===== config.mk =====
export PLATFORM = sky130hd
export DESIGN_NAME = tcw_ctrl
export DESIGN_NICKNAME = d
export VERILOG_FILES = /design/src/sv/tcw_pkg.sv /design/src/sv/tcw_ctrl.sv
export SDC_FILE = /design/constraint.sdc
export NUM_CORES = 1
export LEC_CHECK = 0
export ABC_AREA = 1
export BUFFER_PORTS_ARGS = -buffer_cell sky130_fd_sc_hd__buf_2
export CORE_AREA = 2 2 39 41
export CTS_BUF_LIST = sky130_fd_sc_hd__clkbuf_4
export DETAILED_ROUTE_END_ITERATION = 10
export DIE_AREA = 0 0 41 43
export GPL_TIMING_DRIVEN = 0
export PLACE_DENSITY = 0.41
export SYNTH_ARGS = -nofsm -noshare
export SYNTH_HDL_FRONTEND = slang
export SYNTH_SLANG_ARGS = --single-unit
export TNS_END_PERCENT = 50

===== constraint.sdc =====
create_clock -name clk -period 1.1 [get_ports clk]
set_clock_uncertainty 0.2 [all_clocks]
set_input_delay 0.22 -clock clk [delete_from_list [all_inputs] [get_ports clk]]
set_output_delay 0.22 -clock clk [all_outputs]
set_load 0.02 [all_outputs]

===== src/sv/tcw_pkg.sv =====
`default_nettype none
// ----------------------------------------------------------------------------
// tcw_pkg: shared types and constants of the text console writer
// Command codes, default geometry, controller/datapath command and status.
// ----------------------------------------------------------------------------
package tcw_pkg;

  localparam int COLS_DEF = 80;
  localparam int ROWS_DEF = 25;

  localparam logic [2:0] CMD_PUT   = 3'd0;
  localparam logic [2:0] CMD_GOTO  = 3'd1;
  localparam logic [2:0] CMD_LEFT  = 3'd2;
  localparam logic [2:0] CMD_RIGHT = 3'd3;
  localparam logic [2:0] CMD_CLEAR = 3'd4;
  localparam logic [2:0] CMD_WRITE = 3'd5;
  localparam logic [2:0] CMD_READ  = 3'd6;

  localparam logic [7:0] CH_BLANK = 8'h20;
  localparam logic [7:0] CH_NL    = 8'h0A;
  localparam logic [7:0] CH_CR    = 8'h0D;
  localparam logic [7:0] CH_BS    = 8'h08;

  localparam logic [0:0] REG_FORE = 1'b0;
  localparam logic [0:0] REG_BACK = 1'b1;

  // controller -> datapath
  typedef struct packed {
    logic load;       // capture input item, decode it
    logic exec;       // apply cursor update and single cell access
    logic fill_start; // start sweep (clear from 0 or scroll)
    logic fill_step;  // advance the sweep by one step
    logic rd_issue;   // issue read of cell
    logic out_load;   // latch result
  } tcw_cmd_t;

  // datapath -> controller
  typedef struct packed {
    logic need_clear;
    logic need_scroll;
    logic need_read;
    logic fill_done;
  } tcw_sts_t;

endpackage
`default_nettype wire


===== src/sv/tcw_ctrl.sv =====
`default_nettype none
// ----------------------------------------------------------------------------
// tcw_ctrl: command sequencer
// Steps each item through decode, execute, an optional sweep or cell read, and result load.
// ----------------------------------------------------------------------------
module tcw_ctrl (
  input  wire logic          clk,
  input  wire logic          rst_n,
  input  wire logic          in_fire,
  input  wire logic          out_free,
  input  tcw_pkg::tcw_sts_t  sts,
  output logic               busy,
  output tcw_pkg::tcw_cmd_t  cmd
);

  localparam logic [2:0] S_IDLE  = 3'd0;
  localparam logic [2:0] S_DEC   = 3'd1;
  localparam logic [2:0] S_EXEC  = 3'd2;
  localparam logic [2:0] S_FILL  = 3'd3;
  localparam logic [2:0] S_RD    = 3'd4;
  localparam logic [2:0] S_DONE  = 3'd5;

  logic [2:0] state_r, state_nxt;

  always_ff @(posedge clk) begin
    if (!rst_n) state_r <= S_IDLE;
    else        state_r <= state_nxt;
  end

  always_comb begin
    state_nxt = state_r;
    cmd = '0;
    busy = 1'b1;
    case (state_r)
      S_IDLE: begin
        busy = 1'b0;
        if (in_fire) begin
          cmd.load = 1'b1;
          state_nxt = S_DEC;
        end
      end
      S_DEC: begin
        cmd.exec = 1'b1;
        if (sts.need_clear || sts.need_scroll) begin
          cmd.fill_start = 1'b1;
          state_nxt = S_FILL;
        end else if (sts.need_read) begin
          cmd.rd_issue = 1'b1;
          state_nxt = S_RD;
        end else begin
          state_nxt = S_DONE;
        end
      end
      S_FILL: begin
        cmd.fill_step = 1'b1;
        if (sts.fill_done) state_nxt = S_DONE;
      end
      S_RD: state_nxt = S_DONE;
      S_DONE: begin
        if (out_free) begin
          cmd.out_load = 1'b1;
          state_nxt = S_IDLE;
        end
      end
      default: state_nxt = S_IDLE;
    endcase
  end

endmodule
`default_nettype wire


==> results.toml, run 1 <==
[floorplan]
rows = 14
pin_count = 15
core_um2 = 1380
die-area_um2 = 1760
initial_core_util = 0.184
die_h_um = 43
die_w_um = 41

[timing]
finalSetupViolations = 10
min_period_over_period = 1.36
drv_slew = 0
fmax_ghz = 0.671
slew-limit-headroom = 0.883
rsz0062_at_grt = "true"
hold_viol = 0
whs_ns = 0.0540
setup_slack_ns = -0.391
layout_min_cycle_time_ns = 1.49
worst_slew_pin_slew_ns = 0.175
tns_ns = -3.12

[detailed_routing]
wl_per_cell_um = 7.92
wl_met3_um = 34
route.detailed.drc = 0
drt-met1-wl_um = 270
highest_layer = "met3"
met2_length_um = 368
first_pass_iters = 3
ant_nets = 0
initialDrtViolationCount = 6
routed_wl_um = 673
num_vias = 329
vias_per_cell = 3.87

[cells_and_area]
antenna_cells = 0
fill_cells = 145
regArea_um2 = 71.3
drive_gt1_frac = 0.725
final_area_um2 = 559
top_register = "state_r"
area_growth_pct = 120
final_util = 0.404
reg_top3 = "state_r (3)"
multi_input_area_um2 = 219
final_cells = 85
nets = 78
largest_register_ffs = 3

[worst_setup_path]
path_cells = "inv_4, nor4_4, buf_4"
crit_slowest_cell = "dfxtp_4"
reg2reg_to = "state_r[2]"
critical_path_class = "flip-flop to output pin"
cp_slowest_stage_delay_ns = 0.37
cp_top_family = "flip-flops"
critPathLaunchType = "flip-flop"
required_ns = 0.68
cp_num_buf_inv = 2
rr_startpoint = "state_r[2]"
cp.arrival_ns = 1.07
crit_path_max_fanout = 4
reg2reg_slack_ns = -0.28
worst_setup_path_end_kind = "output pin"
r2r_cells = 8

[cts]
cts_buffer_depth = 2
holdBufCountCts = 0
cts-root-buf = "clkbuf_4"
cts_max_level = 1
cts_buffers = 3
cts_tree = "done"
worstSkewPairLatency_ns = 0.23
cts.sinks = 3
path_clk_slew_ns = 0.03

[place]
gp_congestion = 0.668
numPortBuffers = 14
placed_area_um2 = 392
hpwl_um = 521
dp_cells = 71
place_ws_ns = -0.281

[yosys]
synthesis.area_um2 = 254
ys.flop_type = "dfxtp_1"
ys_types = 16
synth.top_cells.by_area = "dfxtp_1 (24%), nand2_1 (12%), inv_1 (10%)"
synth_edf_count = 0
synthTopCellsByCount = "nand2_1 (8), inv_1 (7), nor2_1 (6), nor2_2 (4), dfxtp_1 (3)"
async_flop_share = 0
synth_top_area_share = 0.236
synth-seq-cells = 3
synth_top_area_cell = "dfxtp_1"
synth_warnings = 0
postSynthAreaPerCell_um2 = 6.19
yosysMostFrequentCell = "nand2_1"
syn_inst = 41
ys_seq_area_frac = 0.236
synth_fp_nets = 49

[status]
status = "finished with violations"
violations = "negative setup slack"

[min_path]
min_to = "state_r[0]"
hold_class = "input port to flip-flop"
hold_start = "rst_n"
whs_path_depth = 3

[grt]
antenna_found_initial = 0
grt_max_degree = 8
grt_pass1_vias = 315
grt_pass1_wl_mm = 1.21
grt_util_all_layers = 0.103
grt_overflow = 0

[pwr]
cellPowerDensity_nw_per_um2 = 1630
report.power.total_mw = 0.909
leakagePower_nw = 0.281
irDropWorstVdd_mv = 0.607

[flow_run]
drv_cap = 0
## layout by cell type, fill, tap and decap left out
cell and count:
a21boi_1 1, buf_2 7, buf_4 12, buf_6 5, clkbuf_4 4, dfxtp_4 3
inv_1 5, inv_2 1, inv_4 1, inv_6 1, nand2_1 6, nand2_2 2
nand2_4 1, nand3_1 2, nand3_2 2, nor2_1 4, nor2_2 4, nor2_4 3
nor3_2 1, nor3_4 1, nor4_4 1, o21ai_0 1, o21ai_2 1
## power by group
part	switching [mW]	internal [mW]	leakage (nW)
logic	0.255	0.254	0.236
clock network	0.0508	0.160	0.0184
registers	0.0497	0.139	0.0267
total	0.356	0.553	0.281
## kinds of logic (layout without fill, tap and decap cells)
family | after synthesis | after routing | share of synthesized area
simple gates | 27 | 27 | 0.576
buf+inv | 8 | 36 | 0.118
compound gates | 3 | 3 | 0.0689
flops | 3 | 3 | 0.236
## how the worst max path moves through the flow
stage	to	cells past startpoint	start	slack [ns]
finish	cmd[0]	3	state_r[2]	-0.39
global route	cmd[2]	4	state_r[2]	-0.44
CTS	cmd[3]	4	state_r[2]	-0.39
detailed placement	cmd[2]	3	state_r[1]	-0.28
global placement	cmd[0]	3	state_r[2]	-0.29
floorplan	cmd[3]	4	state_r[0]	-0.24
## per-layer routing
layer | up-vias | GRT usage
li1 | 186 | -
met1 | 137 | 0.125
met2 | 6 | 0.153
met3 | 0 | 0.0157
met4 | 0 | 0.0800
met5 | - | 0
## repair_timing
action                                  in CTS  in global routing
gates resized for setup                     17                  4
setup buffers                                6                  4
endpoints found under the setup margin      10                 10
pin swaps                                    5                  2
## worst register-to-register path: stages, from the launching register on
cell and delay, ns:
dfxtp_4 0.37, buf_4 0.13, buf_4 0.11, nor2_4 0.03
buf_4 0.12, nand2_2 0.08, nand3_2 0.10, nor2_2 0.10
nor2_2 0.03
## layout make-up
cell class | count | share of cell area
clock buffers | 4 | 0.0537
repair buffers | 24 | 0.324
well taps | 16 | 0.0358
multi-input cells | 30 | 0.391
inverters | 8 | 0.0671
flip-flops and latches | 3 | 0.128
Note: power is estimated with default switching activity, not from simulation.
==> inputs of run 2 (changes only) <==
Settings changed: ABC_AREA 1 to default, PLACE_DENSITY 0.41 to 0.42.
==> results.toml, run 2 <==
[floorplan]
initial_core_util = 0.194
rows = 14
core_um2 = 1380
die_w_um = 41
pin_count = 15
die_h_um = 43
die-area_um2 = 1760

[yosys]
ys_types = 24
synthTopCellsByCount = "nor2_1 (5), dfxtp_1 (3), inv_1 (2), nor2b_1 (2)"
synth_edf_count = 0
synth_warnings = 0
yosysMostFrequentCell = "nor2_1"
ys_seq_area_frac = 0.223
async_flop_share = 0
synth-seq-cells = 3
synth_top_area_cell = "dfxtp_1"
synthesis.area_um2 = 269
synth.top_cells.by_area = "dfxtp_1 (22%), nor2_1 (7.0%), nor2b_1 (4.7%)"
synth_fp_nets = 40
ys.flop_type = "dfxtp_1"
synth_top_area_share = 0.223
syn_inst = 32
postSynthAreaPerCell_um2 = 8.41

[pwr]
irDropWorstVdd_mv = 0.811
leakagePower_nw = 0.231
report.power.total_mw = 1.38
cellPowerDensity_nw_per_um2 = 2780

[detailed_routing]
initialDrtViolationCount = 2
first_pass_iters = 2
wl_per_cell_um = 10.8
ant_nets = 0
num_vias = 322
route.detailed.drc = 0
vias_per_cell = 4.60
routed_wl_um = 757

[place]
numPortBuffers = 14
place_ws_ns = -0.445
dp_cells = 62
hpwl_um = 492
gp_congestion = 0.674

[timing]
tns_ns = -4.69
finalSetupViolations = 10
worst_slew_pin_slew_ns = 0.281
rsz0062_at_grt = "true"
setup_slack_ns = -0.582
layout_min_cycle_time_ns = 1.68
fmax_ghz = 0.595
min_period_over_period = 1.53
hold_viol = 0
slew-limit-headroom = 0.812
drv_slew = 0

[grt]
grt_pass1_wl_mm = 1.23
grt_max_degree = 11
grt_pass1_vias = 292
grt_util_all_layers = 0.105
antenna_found_initial = 0
grt_overflow = 0

[worst_setup_path]
critPathLaunch = "state_r[0]"
required_ns = 0.68
rr_startpoint = "state_r[2]"
worst_setup_path_end_kind = "output pin"
critPathLaunchType = "flip-flop"
critical_path_class = "flip-flop to output pin"
reg2reg_to = "state_r[0]"
crit_path_max_fanout = 6
cp.arrival_ns = 1.26
reg2reg_slack_ns = -0.50
r2r_cells = 4

[cts]
cts_max_level = 1
path_clk_slew_ns = 0.04
cts-root-buf = "clkbuf_4"
cts_tree = "done"
holdBufCountCts = 0
worstSkewPairLatency_ns = 0.24
cts_buffer_depth = 2
cts.sinks = 3
cts_buffers = 3

[min_path]
min_to = "state_r[1]"
hold_class = "input port to flip-flop"
hold_start = "rst_n"
whs_path_depth = 2

[cells_and_area]
top_register = "state_r"
fill_cells = 154
antenna_cells = 0
largest_register_ffs = 3
nets = 63
reg_top3 = "state_r (3)"
final_cells = 70
drive_gt1_frac = 0.685
multi_input_area_um2 = 218
area_growth_pct = 84.7
regArea_um2 = 65.1
final_cell_mix = "buf_2 (8), buf_4 (8), buf_6 (5), nor2_1 (4), clkbuf_4 (4)"

[status]
status = "finished with violations"
violations = "negative setup slack"

[flow_run]
drv_cap = 0
run 2: critical path: stages (launching register included):
cell and delay, ns:
dfxtp_2 0.30, buf_6 0.12, or3_4 0.39, nor2_4 0.09
buf_6 0.12
run 2: worst max path at each step:
stage                 endpoint  cells after the start
finish                  cmd[5]                      4
global route            cmd[5]                      4
detailed placement  state_r[1]                      4
CTS                     cmd[5]                      4
global placement    state_r[0]                      4
floorplan           state_r[1]                      4
run 2: report_power, final:
part,internal [mW],switching (mW)
combinational,0.520,0.417
clock,0.161,0.0653
sequential,0.165,0.0520
total,0.846,0.535
run 2: repair_timing:
action,CTS,global route
setup buffers,5,0
gates resized for setup,12,1
pin swaps,3,4
gates cloned,0,0
setup endpoints to repair,10,10
run 2: cell families after synthesis:
kind of cell	synth area share
buf+inv	0.116
flops	0.223
simple gates	0.372
compound gates	0.288
run 2: metal layers:
metal / vias to the layer above / routed length (µm) / track usage
met5: - / 0 / 0
met2: 10 / 367 / 0.150
met3: 2 / 46 / 0.0209
met1: 148 / 324 / 0.122
li1: 162 / - / -
met4: 0 / 19 / 0.100
run 2: cell type report:
| class | instances | area share |
|---|---|---|
| multi-input combinational | 24 | 0.438 |
| buffer | 2 | 0.0453 |
| timing repair buffer | 19 | 0.270 |
| tap | 16 | 0.0403 |
| clock buffer | 4 | 0.0605 |
| inverter | 2 | 0.0151 |
| sequential | 3 | 0.131 |
run 2: per-stage QoR:
stage	area [µm²]	hold WS [ns]	utilization
CTS	488	0.0399	0.353
global placement	397	0.302	0.287
finish	497	0.0419	0.359
floorplan	307	0.160	-
detailed placement	397	0.303	0.287
global route	497	0.0549	0.359
==> inputs of run 3 (changes only) <==
Settings changed: REMOVE_ABC_BUFFERS from default to 1, SETUP_SLACK_MARGIN from default to 0.5.
==> results.toml, run 3 (synthesis gave the netlist of run 2 again) <==
[status]
status = "finished with violations"
violations = "negative setup slack"

[pwr]
report.power.total_mw = 1.37
seq_power_share = 0.187
cellPowerDensity_nw_per_um2 = 2760
swShare = 0.390
p_sw_mw = 0.536
p_int_mw = 0.836
leakagePower_nw = 0.229
pwr-share-comb = 0.654
irDropWorstVdd_mv = 1.09
clockPowerShare = 0.159

[min_path]
whs_path_depth = 2
min_to = "state_r[0]"
hold_class = "input port to flip-flop"
hold_start = "rst_n"

[grt]
grt_pass1_vias = 303
grt_pass1_wl_mm = 1.21
grt_util_all_layers = 0.102
antenna_found_initial = 0
grt_max_degree = 8
grt_overflow = 0

[worst_setup_path]
r2r_cells = 4
critPathLaunchType = "flip-flop"
cp.arrival_ns = 1.59
critical_path_class = "flip-flop to flip-flop"
reg2reg_slack_ns = -0.52
reg2reg_to = "state_r[1]"
worst_setup_path_end_kind = "flip-flop"
cp_slowest_stage_delay_ns = 0.55
path_cells = "buf_6, or4_4, o211ai_4, o221a_1"
rr_startpoint = "state_r[0]"
cp_num_buf_inv = 1
required_ns = 1.07
crit_path_max_fanout = 5
cp_top_family = "simple AND/OR/NAND/NOR gates"
crit_slowest_cell = "or4_4"

[cells_and_area]
final_area_um2 = 497
nets = 61
top_register = "state_r"
reg_top3 = "state_r (3)"
layout_commonest_cell = "buf_2"
final_cell_mix = "buf_2 (8), buf_4 (7), nor2_1 (4), clkbuf_4 (4), buf_6 (4)"
final_util = 0.359
final_cells = 68
drive_gt1_frac = 0.692
largest_register_ffs = 3
area_growth_pct = 84.7
antenna_cells = 0

[cts]
cts_max_level = 1
cts-root-buf = "clkbuf_4"
cts_buffer_depth = 2
cts.sinks = 3
worstSkewPairLatency_ns = 0.23
cts_buffers = 3
cts_tree = "done"
path_clk_slew_ns = 0.04

[flow_run]
drv_cap = 0

[timing]
whs_ns = 0.0581
worst_slew_pin_slew_ns = 0.285
finalSetupViolations = 10
drv_slew = 0
layout_min_cycle_time_ns = 1.62
tns_ns = -4.51
slew-limit-headroom = 0.809
setup_slack_ns = -0.523
fmax_ghz = 0.616
rsz0062_at_grt = "true"
hold_viol = 0
min_period_over_period = 1.48

[place]
hpwl_um = 480
place_ws_ns = -0.518
dp_cells = 59
gp_congestion = 0.634
placed_area_um2 = 335
numPortBuffers = 14

[floorplan]
rows = 14
pin_count = 15
die-area_um2 = 1760
initial_core_util = 0.194
die_h_um = 43
core_um2 = 1380
die_w_um = 41

[detailed_routing]
wl_per_cell_um = 11.6
initialDrtViolationCount = 1
num_vias = 318
routed_wl_um = 786
first_pass_iters = 2
route.detailed.drc = 0
vias_per_cell = 4.68
ant_nets = 0
## run 3: worst register-to-register path, cell delays in order (launching register included)
cell	delay [ns]
dfxtp_4	0.35
buf_6	0.12
or4_4	0.55
o211ai_4	0.12
o221a_1	0.22
## run 3: power by group through the flow
stage	clock [mW]	sequential [mW]	combinational, mW
after global routing	0.247	0.268	0.962
after CTS	0.227	0.257	0.771
after global placement	0	0.263	0.525
after floorplan	0	0.227	0.396
after detailed placement	0	0.259	0.522
final	0.218	0.257	0.897
## run 3: worst max-delay path by stage
stage / start / end / slack, ns / cells past startpoint
5_1_grt: state_r[0] / state_r[1] / -0.56 / 4
3_5_place_dp: state_r[0] / cmd[3] / -0.52 / 3
4_1_cts: state_r[0] / cmd[5] / -0.54 / 3
3_3_place_gp: state_r[1] / state_r[2] / -0.54 / 3
6_report: state_r[0] / state_r[1] / -0.52 / 4
2_1_floorplan: state_r[0] / state_r[1] / -0.90 / 3
## run 3: final cells by class
class	count	area [µm²]
timing repair buffer	19	138
inverter	2	7.51
clock buffer	4	30.0
sequential	3	71.3
fill	155	887
tap	16	20.0
multi-input combinational	24	230
## run 3: metal layers
metal  vias to the layer above  share of wire  GRT usage
li1                        158              -          -
met1                       152           0.37      0.122
met2                         8           0.57      0.153
met3                         0          0.059     0.0628
met4                         0              0     0.0200
met5                         -              0          0
## run 3: timing repair
action | in CTS | in global routing
pin swaps | 9 | 7
hold buffers | 0 | 0
resized for setup | 17 | 9
buffers inserted | 5 | 0
setup endpoints to repair | 10 | 10
